### config.mk
export PLATFORM = sky130hd
export DESIGN_NAME = sha256_hash_engine
export DESIGN_NICKNAME = d
export VERILOG_FILES = /design/src/sha_pkg.sv /design/src/sha_front.sv /design/src/sha_queue.sv /design/src/sha_core.sv /design/src/sha256_hash_engine.sv
export SDC_FILE = /design/constraint.sdc
export NUM_CORES = 2
export LEC_CHECK = 0
export BUFFER_PORTS_ARGS = -buffer_cell sky130_fd_sc_hd__buf_2
export CORE_MARGIN = 5
export CORE_UTILIZATION = 45
export CTS_CLUSTER_SIZE = 12
export DETAILED_ROUTE_END_ITERATION = 12
export GPL_TIMING_DRIVEN = 0
export SYNTH_ARGS = -nofsm -noshare
export SYNTH_HDL_FRONTEND = slang
export SYNTH_HIERARCHICAL = 1
export SYNTH_SLANG_ARGS = --single-unit
### constraint.sdc
create_clock -name clk_i -period 19.1 [get_ports clk_i]
set_input_delay 3.82 -clock clk_i [delete_from_list [all_inputs] [get_ports clk_i]]
set_output_delay 3.82 -clock clk_i [all_outputs]
set_load 0.02 [all_outputs]
### src/sha_pkg.sv
package sha_pkg;

  localparam int unsigned QueueDepth = 2;

  typedef struct packed {
    logic [31:0] word;
    logic        last_block;
  } blk_word_t;

  typedef enum logic [1:0] {
    BeIdle,
    BeLoad,
    BeRound,
    BeEmit
  } be_state_e;

  typedef enum logic [1:0] {
    FeData,
    FeFill,
    FeLenHi,
    FeLenLo
  } fe_state_e;

  localparam logic [31:0] RoundK [64] = '{
    32'h428a2f98, 32'h71374491, 32'hb5c0fbcf, 32'he9b5dba5, 32'h3956c25b, 32'h59f111f1,
    32'h923f82a4, 32'hab1c5ed5, 32'hd807aa98, 32'h12835b01, 32'h243185be, 32'h550c7dc3,
    32'h72be5d74, 32'h80deb1fe, 32'h9bdc06a7, 32'hc19bf174, 32'he49b69c1, 32'hefbe4786,
    32'h0fc19dc6, 32'h240ca1cc, 32'h2de92c6f, 32'h4a7484aa, 32'h5cb0a9dc, 32'h76f988da,
    32'h983e5152, 32'ha831c66d, 32'hb00327c8, 32'hbf597fc7, 32'hc6e00bf3, 32'hd5a79147,
    32'h06ca6351, 32'h14292967, 32'h27b70a85, 32'h2e1b2138, 32'h4d2c6dfc, 32'h53380d13,
    32'h650a7354, 32'h766a0abb, 32'h81c2c92e, 32'h92722c85, 32'ha2bfe8a1, 32'ha81a664b,
    32'hc24b8b70, 32'hc76c51a3, 32'hd192e819, 32'hd6990624, 32'hf40e3585, 32'h106aa070,
    32'h19a4c116, 32'h1e376c08, 32'h2748774c, 32'h34b0bcb5, 32'h391c0cb3, 32'h4ed8aa4a,
    32'h5b9cca4f, 32'h682e6ff3, 32'h748f82ee, 32'h78a5636f, 32'h84c87814, 32'h8cc70208,
    32'h90befffa, 32'ha4506ceb, 32'hbef9a3f7, 32'hc67178f2
  };

  localparam logic [31:0] InitHash [8] = '{
    32'h6a09e667, 32'hbb67ae85, 32'h3c6ef372, 32'ha54ff53a,
    32'h510e527f, 32'h9b05688c, 32'h1f83d9ab, 32'h5be0cd19
  };

  localparam logic [31:0] PadByte = 32'h80;

  function automatic logic [31:0] rotr(input logic [31:0] v, input int unsigned n);
    rotr = (v >> n) | (v << (32 - n));
  endfunction

  function automatic logic [31:0] ssig0(input logic [31:0] v);
    ssig0 = rotr(v, 7) ^ rotr(v, 18) ^ (v >> 3);
  endfunction

  function automatic logic [31:0] ssig1(input logic [31:0] v);
    ssig1 = rotr(v, 17) ^ rotr(v, 19) ^ (v >> 10);
  endfunction

  function automatic logic [31:0] bsig0(input logic [31:0] v);
    bsig0 = rotr(v, 2) ^ rotr(v, 13) ^ rotr(v, 22);
  endfunction

  function automatic logic [31:0] bsig1(input logic [31:0] v);
    bsig1 = rotr(v, 6) ^ rotr(v, 11) ^ rotr(v, 25);
  endfunction

endpackage

### src/sha_front.sv
// Front end: takes message words, appends padding and length, and
// pushes block words into the queue.
module sha_front (
  input  logic                  clk_i,
  input  logic                  rst_ni,
  input  logic                  valid_i,
  output logic                  ready_o,
  input  logic [31:0]           data_word_i,
  input  logic [2:0]            valid_bytes_i,
  input  logic                  is_last_i,
  output logic                  push_o,
  output sha_pkg::blk_word_t    push_word_o,
  input  logic                  full_i
);

  sha_pkg::fe_state_e state_q, state_d;
  logic [63:0] len_q, len_d;
  logic [3:0]  pos_q, pos_d;
  logic        extra_q, extra_d;
  logic [2:0]  nb;
  logic [31:0] keep, padded;
  logic        fire;

  // Clamp byte count and build the padded final word
  always_comb begin
    nb = (valid_bytes_i > 3'd4) ? 3'd4 : valid_bytes_i;
    case (nb)
      3'd0:    keep = 32'h0;
      3'd1:    keep = 32'hff000000;
      3'd2:    keep = 32'hffff0000;
      3'd3:    keep = 32'hffffff00;
      default: keep = 32'hffffffff;
    endcase
    padded = (data_word_i & keep) |
             ((nb == 3'd4) ? 32'h0 : (sha_pkg::PadByte << (5'd24 - {nb[1:0], 3'b000})));
  end

  assign ready_o = (state_q == sha_pkg::FeData) && !full_i;
  assign fire    = valid_i && ready_o;

  // Next state and pushed word
  always_comb begin
    state_d = state_q;
    len_d   = len_q;
    pos_d   = pos_q;
    extra_d = extra_q;
    push_o  = 1'b0;
    push_word_o.word       = 32'h0;
    push_word_o.last_block = 1'b0;
    unique case (state_q)
      sha_pkg::FeData: begin
        if (fire) begin
          push_o = 1'b1;
          pos_d  = pos_q + 4'd1;
          if (!is_last_i) begin
            push_word_o.word = data_word_i;
            len_d = len_q + 64'd32;
          end else begin
            len_d = len_q + {58'd0, nb, 3'b000};
            if (nb == 3'd4) begin
              push_word_o.word = data_word_i;
              extra_d = 1'b1;
              state_d = sha_pkg::FeFill;
            end else begin
              push_word_o.word = padded;
              state_d = (pos_q == 4'd13) ? sha_pkg::FeLenHi : sha_pkg::FeFill;
            end
          end
        end
      end
      sha_pkg::FeFill: begin
        if (!full_i) begin
          push_o  = 1'b1;
          push_word_o.word = extra_q ? 32'h80000000 : 32'h0;
          extra_d = 1'b0;
          pos_d   = pos_q + 4'd1;
          if (pos_q == 4'd13) state_d = sha_pkg::FeLenHi;
        end
      end
      sha_pkg::FeLenHi: begin
        if (!full_i) begin
          push_o = 1'b1;
          push_word_o.word = len_q[63:32];
          pos_d   = pos_q + 4'd1;
          state_d = sha_pkg::FeLenLo;
        end
      end
      sha_pkg::FeLenLo: begin
        if (!full_i) begin
          push_o = 1'b1;
          push_word_o.word = len_q[31:0];
          push_word_o.last_block = 1'b1;
          pos_d   = 4'd0;
          len_d   = 64'd0;
          state_d = sha_pkg::FeData;
        end
      end
      default: state_d = sha_pkg::FeData;
    endcase
  end

  always_ff @(posedge clk_i or negedge rst_ni) begin
    if (!rst_ni) begin
      state_q <= sha_pkg::FeData;
      len_q   <= 64'd0;
      pos_q   <= 4'd0;
      extra_q <= 1'b0;
    end else begin
      state_q <= state_d;
      len_q   <= len_d;
      pos_q   <= pos_d;
      extra_q <= extra_d;
    end
  end

endmodule

### src/sha_queue.sv
// Small FIFO between front end and compression core
module sha_queue #(
  parameter int unsigned Depth = sha_pkg::QueueDepth
) (
  input  logic               clk_i,
  input  logic               rst_ni,
  input  logic               push_i,
  input  sha_pkg::blk_word_t push_data_i,
  output logic               full_o,
  input  logic               pop_i,
  output sha_pkg::blk_word_t pop_data_o,
  output logic               empty_o
);

  localparam int unsigned Aw = (Depth > 1) ? $clog2(Depth) : 1;

  sha_pkg::blk_word_t mem_q [Depth];
  logic [Aw-1:0] wr_q, rd_q;
  logic [Aw:0]   cnt_q;

  assign full_o     = (cnt_q == (Aw+1)'(Depth));
  assign empty_o    = (cnt_q == '0);
  assign pop_data_o = mem_q[rd_q];

  // Store on push
  always_ff @(posedge clk_i) begin
    if (push_i) mem_q[wr_q] <= push_data_i;
  end

  // Advance pointers and count
  always_ff @(posedge clk_i or negedge rst_ni) begin
    if (!rst_ni) begin
      wr_q  <= '0;
      rd_q  <= '0;
      cnt_q <= '0;
    end else begin
      if (push_i) wr_q <= (wr_q == Aw'(Depth - 1)) ? '0 : wr_q + Aw'(1);
      if (pop_i)  rd_q <= (rd_q == Aw'(Depth - 1)) ? '0 : rd_q + Aw'(1);
      cnt_q <= cnt_q + (Aw+1)'(push_i) - (Aw+1)'(pop_i);
    end
  end

endmodule

### src/sha_core.sv
// Compression core: gathers 16 words, runs 64 rounds, emits the digest
module sha_core (
  input  logic               clk_i,
  input  logic               rst_ni,
  input  logic               empty_i,
  input  sha_pkg::blk_word_t pop_data_i,
  output logic               pop_o,
  output logic               valid_o,
  input  logic               ready_i,
  output logic [31:0]        digest_word_o,
  output logic [2:0]         word_index_o,
  output logic               is_final_word_o
);

  sha_pkg::be_state_e state_q, state_d;
  logic [31:0] h_q [8];
  logic [31:0] v_q [8];
  logic [31:0] w_q [16];
  logic [5:0]  rnd_q;
  logic [3:0]  cnt_q;
  logic [2:0]  idx_q;
  logic        last_q;
  logic [31:0] w_new, t1, t2;
  logic        load_done, rnd_done;

  assign pop_o     = (state_q == sha_pkg::BeLoad) && !empty_i;
  assign load_done = pop_o && (cnt_q == 4'd15);
  assign rnd_done  = (state_q == sha_pkg::BeRound) && (rnd_q == 6'd63);

  // Round datapath: schedule word w_q[0] is the current word
  always_comb begin
    w_new = sha_pkg::ssig1(w_q[14]) + w_q[9] + sha_pkg::ssig0(w_q[1]) + w_q[0];
    t1 = v_q[7] + sha_pkg::bsig1(v_q[4]) + ((v_q[4] & v_q[5]) ^ (~v_q[4] & v_q[6])) +
         sha_pkg::RoundK[rnd_q] + w_q[0];
    t2 = sha_pkg::bsig0(v_q[0]) + ((v_q[0] & v_q[1]) ^ (v_q[0] & v_q[2]) ^ (v_q[1] & v_q[2]));
  end

  // Next state
  always_comb begin
    state_d = state_q;
    unique case (state_q)
      sha_pkg::BeIdle:  state_d = sha_pkg::BeLoad;
      sha_pkg::BeLoad:  if (load_done) state_d = sha_pkg::BeRound;
      sha_pkg::BeRound: if (rnd_done) state_d = last_q ? sha_pkg::BeEmit : sha_pkg::BeLoad;
      sha_pkg::BeEmit:  if (ready_i && idx_q == 3'd7) state_d = sha_pkg::BeLoad;
      default:          state_d = sha_pkg::BeLoad;
    endcase
  end

  // Outputs
  always_comb begin
    valid_o         = (state_q == sha_pkg::BeEmit);
    digest_word_o   = h_q[idx_q];
    word_index_o    = idx_q;
    is_final_word_o = (idx_q == 3'd7);
  end

  // Schedule and working variables
  always_ff @(posedge clk_i) begin
    if (pop_o) begin
      for (int i = 0; i < 15; i++) w_q[i] <= w_q[i+1];
      w_q[15] <= pop_data_i.word;
      if (load_done) for (int i = 0; i < 8; i++) v_q[i] <= h_q[i];
    end else if (state_q == sha_pkg::BeRound) begin
      for (int i = 0; i < 15; i++) w_q[i] <= w_q[i+1];
      w_q[15] <= w_new;
      for (int i = 1; i < 8; i++) v_q[i] <= v_q[i-1];
      v_q[4] <= v_q[3] + t1;
      v_q[0] <= t1 + t2;
    end
  end

  // Control, hash and counters
  always_ff @(posedge clk_i or negedge rst_ni) begin
    if (!rst_ni) begin
      state_q <= sha_pkg::BeIdle;
      rnd_q   <= '0;
      cnt_q   <= '0;
      idx_q   <= '0;
      last_q  <= 1'b0;
      for (int i = 0; i < 8; i++) h_q[i] <= sha_pkg::InitHash[i];
    end else begin
      state_q <= state_d;
      if (pop_o) begin
        cnt_q <= cnt_q + 4'd1;
        if (load_done) last_q <= pop_data_i.last_block;
      end
      if (state_q == sha_pkg::BeRound) begin
        rnd_q <= rnd_q + 6'd1;
        if (rnd_done) begin
          h_q[0] <= h_q[0] + t1 + t2;
          h_q[1] <= h_q[1] + v_q[0];
          h_q[2] <= h_q[2] + v_q[1];
          h_q[3] <= h_q[3] + v_q[2];
          h_q[4] <= h_q[4] + v_q[3] + t1;
          h_q[5] <= h_q[5] + v_q[4];
          h_q[6] <= h_q[6] + v_q[5];
          h_q[7] <= h_q[7] + v_q[6];
        end
      end
      if (state_q == sha_pkg::BeEmit && ready_i) begin
        idx_q <= idx_q + 3'd1;
        if (idx_q == 3'd7) for (int i = 0; i < 8; i++) h_q[i] <= sha_pkg::InitHash[i];
      end
    end
  end

endmodule

### src/sha256_hash_engine.sv
// Channel   Handshake          Payload
// input     valid_i/ready_o    data_word_i, valid_bytes_i, is_last_i
// output    valid_o/ready_i    digest_word_o, word_index_o, is_final_word_o
//
// A block is loaded as 16 words and then runs 64 rounds in the single-round unit;
// the core pops no block words while its rounds run, so the queue fills meanwhile.
// Padding completes the current block, plus one more block when the length
// does not fit; the digest takes 8 transfers.
// Reset loads the initial hash; the front end stalls on a full queue,
// the core stalls on an empty queue or an untaken digest word.
module sha256_hash_engine #(
  parameter int unsigned QueueDepth = sha_pkg::QueueDepth
) (
  input  logic        clk_i,
  input  logic        rst_ni,
  input  logic        valid_i,
  output logic        ready_o,
  input  logic [31:0] data_word_i,
  input  logic [2:0]  valid_bytes_i,
  input  logic        is_last_i,
  output logic        valid_o,
  input  logic        ready_i,
  output logic [31:0] digest_word_o,
  output logic [2:0]  word_index_o,
  output logic        is_final_word_o
);

  logic push, full, pop, empty;
  sha_pkg::blk_word_t push_word, pop_word;

  sha_front u_front (
    .clk_i, .rst_ni, .valid_i, .ready_o, .data_word_i, .valid_bytes_i, .is_last_i,
    .push_o(push), .push_word_o(push_word), .full_i(full)
  );

  sha_queue #(.Depth(QueueDepth)) u_queue (
    .clk_i, .rst_ni, .push_i(push), .push_data_i(push_word), .full_o(full),
    .pop_i(pop), .pop_data_o(pop_word), .empty_o(empty)
  );

  sha_core u_core (
    .clk_i, .rst_ni, .empty_i(empty), .pop_data_i(pop_word), .pop_o(pop),
    .valid_o, .ready_i, .digest_word_o, .word_index_o, .is_final_word_o
  );

endmodule

* Yosys cells after proc, flatten, opt, wreduce, memory -nomap -nowiden
Memory sizes are Yosys's and may differ from the RTL's. Cells that the tools add are included.
Storage, ports and cells: word-level logic and storage cells 252, bits in read-only memories 2048, input bits 40, memories kept 4, flip-flop bits (word level) 347, RAM bits 834
Memory list:
- (name not given) | words 64, bits a word 32, read ports 1, clocked after memory_dff 0, wr ports 0, line sha_core.sv:34 | sha_pkg::RoundK[rnd_q] + w_q[0];
- u_core.w_q | words 16, bits a word 32, read ports 16, clocked after memory_dff 0, wr ports 16, line sha_core.sv:18 | logic [31:0] w_q [16];
- u_core.v_q | words 8, bits a word 32, read ports 8, clocked after memory_dff 0, wr ports 8, line sha_core.sv:17 | logic [31:0] v_q [8];
- u_queue.mem_q | words 2, bits a word 33, read ports 1, clocked after memory_dff 0, wr ports 1, line sha_queue.sv:17 | sha_pkg::blk_word_t mem_q [Depth];
Operators by class: mux-type cells 88, equal/unequal tests 26, bitwise gates (word level) 56, add/subtract/negate cells 31, shifts and indexed selects 1, magnitude comparators 3, reduce and logical (&&, ||, !) cells 23
Operator list (number):
- $mux W32 | 36
- $mux W256 | 4
- $add A32 B32 Y32 | 20
- $xor A32 B32 Y32 | 9
- $pmux W32 S4 | 2
- $and A32 B32 Y32 | 6
- $mux W64 | 3
- $pmux W64 S2 | 1
- $bmux W32 S3 | 1
- $add A64 B6 Y64 | 1
- $add A64 B6 Y64 const B | 1
- $mux W33 | 1
- $not A32 Y32 | 1
- $or A10 B32 Y32 | 1
- $or A13 B32 Y32 | 1
- $or A14 B32 Y32 | 1
- $or A15 B32 Y32 | 1
- $or A19 B32 Y32 | 1
- $or A21 B32 Y32 | 1
- $or A25 B32 Y32 | 1
- $or A26 B32 Y32 | 1
- $or A30 B32 Y32 | 1
- $or A32 B32 Y32 | 1
- $or A7 B32 Y32 | 1
- other kinds (43) | 131

* Longest topological paths before layout
depth in word-level cells 13, gate-level depth with buffers 40, mapped depth without buffers 39

* Modules after synthesis
The synthesis kept the hierarchy.
By module, submodules not included:
- sha_core | times used 1, cells an instance 6287, area each 69165.1 µm²
- sha_front | times used 1, cells an instance 550, area each 4544.4 µm²
- sha_queue | times used 1, cells an instance 118, area each 2730.1 µm²

* Worst setup path before layout
Ideal clock, no wire load.
path kind reg2reg, start point register u_core.state_q[1], end point memory u_core.v_q[0][0], enable pin, slack -0.886 ns, period minus slack after synthesis 19.986 ns, arrival 18.759 ns, buffers on the path 0, data required time 17.873 ns, setup time 1.227 ns, stages on the path, launching flop included 7, cell sequence dfrtp_1 > inv_1 > ha_1 > nand2b_1 > clkinv_1 > nand2_1 > o21ai_0
RTL lines:
- start, declared | line sha_core.sv:15 | sha_pkg::be_state_e state_q, state_d;
- start signal, assigned | line sha_core.sv:76 | state_q <= sha_pkg::BeIdle;
- start signal, assigned | line sha_core.sv:83 | state_q <= state_d;
- end, declared | line sha_core.sv:17

* Worst setup path after layout
start point register u_core.rnd_q[1], end point register u_core/h_q[127] in the netlist's numbering
Between the ends: word-level cells in the longest chain between the ends 11, elaborated cells between the ends (all ways) 13, those cells by class add/sub (3); eq/ne (1); mux (6); bitwise (1); reduce/logical (1); memory (1)
Ends and longest elaborated chain:
- start, declared | line sha_core.sv:19 | logic [5:0] rnd_q;
- start signal, assigned | line sha_core.sv:89 | rnd_q <= rnd_q + 6'd1;
- $not A6 Y7 (implied by the code) | line sha_core.sv:34
- $mem_v2 Z64 W32
- $mux W32 (implied by the code) (2 in a row) | line sha_core.sv:34
- $add A32 B32 Y32 | line sha_core.sv:33 | t1 = v_q[7] + sha_pkg::bsig1(v_q[4]) + ((v_q[4] & v_q[5]) ^ (~v_q[4] & v_q[6])) +
- $add A32 B32 Y32 | line sha_core.sv:34
- $add A32 B32 Y32 | line sha_core.sv:95 | h_q[4] <= h_q[4] + v_q[3] + t1;
- $mux W256 (*) | line sha_core.sv:90 | if (rnd_done) begin
- $mux W256 (*) | line sha_core.sv:88 | if (state_q == sha_pkg::BeRound) begin
- $mux W256 | line sha_core.sv:103 | if (idx_q == 3'd7) for (int i = 0; i < 8; i++) h_q[i] <= sha_pkg::InitHash[i];
- $mux W256 (*) | line sha_core.sv:101 | if (state_q == sha_pkg::BeEmit && ready_i) begin
- end, declared | line sha_core.sv:16 | logic [31:0] h_q [8];
Every way passes the cells marked *; elsewhere a longest branch is shown, timed or not. The select of a mux whose other input is x is not followed. A chain may end at the register's enable or synchronous reset.

==> run_results.csv <==
group,metric,value,unit
clocking,cts.path.max_buffers,3,
worst_setup_path,path_buf_inv,7,
sta,drv_slew,79,
die,die_width,422.1,um
outcome,violations,"capacitance limit, slew limit",
synth,syn_area_per_cell,10.99,um2
synth,synth_nets,7629,
clocking,clkTransAtPathRegs,0.06,ns
route,vias,58290,
die,dieArea,178200,um2
grt,grt_pass1_wl,395.4,mm
place,io_buffers,77,
place,place_inst,9274,
sta,fmax,84.29,MHz
synth,synthXorXnorAreaFrac,7.570,%
synth,synth-edff-count,834,
worst_setup_path,required,19.75,ns
route,viasPerCell,6.114,
worst_setup_path,critPathLaunchType,"register",
grt,grt_pass1_vias,56550,
sta,max_slew.worst_pin.slew,1.597,ns
sta,slew-limit-headroom,-6.435,%
sta,setup_violations,0,
worst_setup_path,arrival,12.51,ns
route,drt_iter0_markers,6360,
synth,muxShareOfSynthArea,7.135,%
cells_and_area,final_layout_size_suffix_gt1_share,13.03,%
place,gp_congestion,1.027,
sta,fin_crit_sh,62.12,%
synth,yosysSeqAreaShare,44.25,%
grt,grt_max_degree,99,
sta,rsz0062_at_grt,"false",
sta,finalSetupTns,0,ns
place,place_hpwl,211.6,mm
cells_and_area,final_cell_mix,"edfxtp_1, nand2_1, a21oi_1, xnor2_1, ha_1",
cells_and_area,final_common_cell,"edfxtp_1",
route,wl_per_cell,29.07,um
cells_and_area,area_growth_syn_to_layout,11.02,%
min_path,worstHoldPathType,"reg2reg",
worst_setup_path,path_class,"reg2reg",
grt,grt_usage,30.39,%
worst_setup_path,crit_path_max_fanout,12,
die,coreArea,169100,um2
clocking,cts_buffers,140,
route,drtAntennaViolNets,0,
sta,finClkSkew,0.05595,ns
die,die_h,422.1,um
synth,yosys.area.top_type,"edfxtp_1",
die,start_util,45.21,%
route,drc,0,
synth,synth_top_area_share,32.76,%
worst_setup_path,slowest_delay,0.74,ns
worst_setup_path,cpMostUsedCell,"fa_1",
synth,yosysWarnings,6,
job,drv_cap,8,
synth,synthTopCellsByArea,"edfxtp_1, dfrtp_1, ha_1, fa_1, xnor2_1",
clocking,tritoncts,"yes",
synth,synthSimpleGateAreaFrac,10.11,%
route,first_pass_iters,6,
sta,finalCriticalPeriod,11.86,ns
clocking,root_buffer,"clkbuf_16",
clocking,insertion_delay,0.83,ns
clocking,cts_resized,0,
cells_and_area,nFillCells,15060,
die,rows,151,
cells_and_area,nets,7873,
synth,synth_compound_area_share,14.07,%
synth,ys.flop_type,"edfxtp_1",
route,routed_wl,277.2,mm
synth,synth_async_sr_flop_share,29.20,%
grt,grt.overflow.total,0,
synth,synth_top_family_by_area,"compound AO/OA/AOI/OAI gates",
grt,grt_antenna_before_repair,14,
synth,syn_inst,6955,
clocking,cts_setup_buffers,0,
cells_and_area,instances_no_fill,9533,
die,io_pins,78,
sta,holdWs,0.4095,ns
synth,ys_ff_latch,1178,
worst_setup_path,slowest_stage,"dfrtp_1",
worst_setup_path,endpoint_kind,"register",
clocking,cts_sinks,1178,
clocking,cts_hold_buffers,0,
worst_setup_path,crit_family,"compound AO/OA/AOI/OAI gates",
clocking,htreeDepth,4,
synth,synth-adder-area-share,13.27,%
sta,finalHoldViolCount,0,
synth,syn_area,76440,um2
outcome,status,"finished with violations",
synth,ys_types,124,
==> metrics by stage <==
| stage | worst slack, ns | utilization, % | area [um2] |
|---|---|---|---|
| finish | 7.236 | 50.19 | 84860 |
| global route | 6.956 | 50.17 | 84840 |
| CTS | 7.231 | 50.17 | 84830 |
| detailed placement | 7.273 | 47.43 | 80210 |
| global placement | -1.775 | 47.07 | 79600 |
| floorplan | 5.795 | - | 76440 |
==> sequential cells by signal, summed over array words and instances (netlist names), 3 cells and up <==
name and cells:
u_front/len_q 61, u_core/w_q 512, u_core/rnd_q 6, u_core/v_q 256
u_queue/mem_q 66, u_front/pos_q 4, u_core/h_q 256, u_core/word_index_o 3
u_core/cnt_q 4
==> cells by family after synthesis <==
group	Yosys count
AO/OA/AOI/OAI	1686
adder cells (fa/ha/maj)	688
buffers and inverters	705
XOR/XNOR	646
AND/OR/NAND/NOR	1645
flip-flops	1178
multiplexers	407
==> worst reg2reg max path, delay by kind of cell (launching register included) <==
family	cells	cell delay, ns
compound gates	14	4.07
xor+xnor	1	0.16
fa+ha+maj	7	2.84
buf+inv	7	2.36
flops	1	0.74
mux	1	0.27
simple gates	6	1.26
==> final timing paths <==
path	from	end	slack, ns	cells past startpoint
hold / removal	u_core/w_q[10][27]$_DFFE_PP_	u_core/w_q[9][27]$_DFFE_PP_	0.41	0
setup / recovery	u_core/rnd_q[1]$_DFFE_PN0P_	u_core/h_q[127]$_DFF_PN0_	7.24	36
hold reg to reg	u_core/w_q[10][27]$_DFFE_PP_	u_core/w_q[9][27]$_DFFE_PP_	0.41	0
max in group asynchronous	rst_ni	u_front/len_q[17]$_DFFE_PN0P_	15.01	2
setup reg to reg	u_core/rnd_q[1]$_DFFE_PN0P_	u_core/h_q[127]$_DFF_PN0_	7.24	36
min in group asynchronous	rst_ni	u_core/h_q[31]$_DFF_PN0_	2.94	1
==> Yosys cell counts, drive strengths merged (19+ instances only) <==
cell type,instances
o211ai,112
clkbuf,283
o21ai,355
inv,374
mux2,306
dfrtp,208
maj3,54
a31oi,50
or2,23
ha,413
or3,58
and3,56
o311ai,26
and2,36
o31ai,35
nand3,120
a211oi,52
xnor2,469
a22oi,37
a211o,19
o21bai,61
nor3,109
nand2,613
fa,221
nor2b,63
xor2,171
nand2b,53
dfstp,136
mux2i,30
nor2,383
edfxtp,834
a21oi,569
a21o,147
o21a,45
mux4,71
nand4,39
buf,42
==> final cells by class <==
| type | instances | area [um2] | area share, % |
|---|---|---|---|
| timing repair buffer | 102 | 945.9 | 1.115 |
| clock buffer | 199 | 3836 | 4.521 |
| buffer | 325 | 1343 | 1.582 |
| antenna | 9 | 22.52 | 0.02654 |
| clock inverter | 50 | 787.0 | 0.9274 |
| sequential | 1178 | 33820 | 39.86 |
| inverter | 380 | 1428 | 1.682 |
| tap | 2218 | 2775 | 3.270 |
| multi-input combinational | 5072 | 39900 | 47.02 |
==> per-layer routing <==
layer | share of wire, % | track usage (%) | vias up
met5 | 0.015 | 0 | -
met4 | 6.0 | 15.44 | 6
met3 | 8.4 | 5.725 | 602
met2 | 45 | 47.26 | 2711
met1 | 41 | 40.82 | 29220
li1 | - | - | 25750
Power is left out: the tool's default activity adds up to more than one toggle a clock period on the data nets, which glitch-free logic cannot reach.
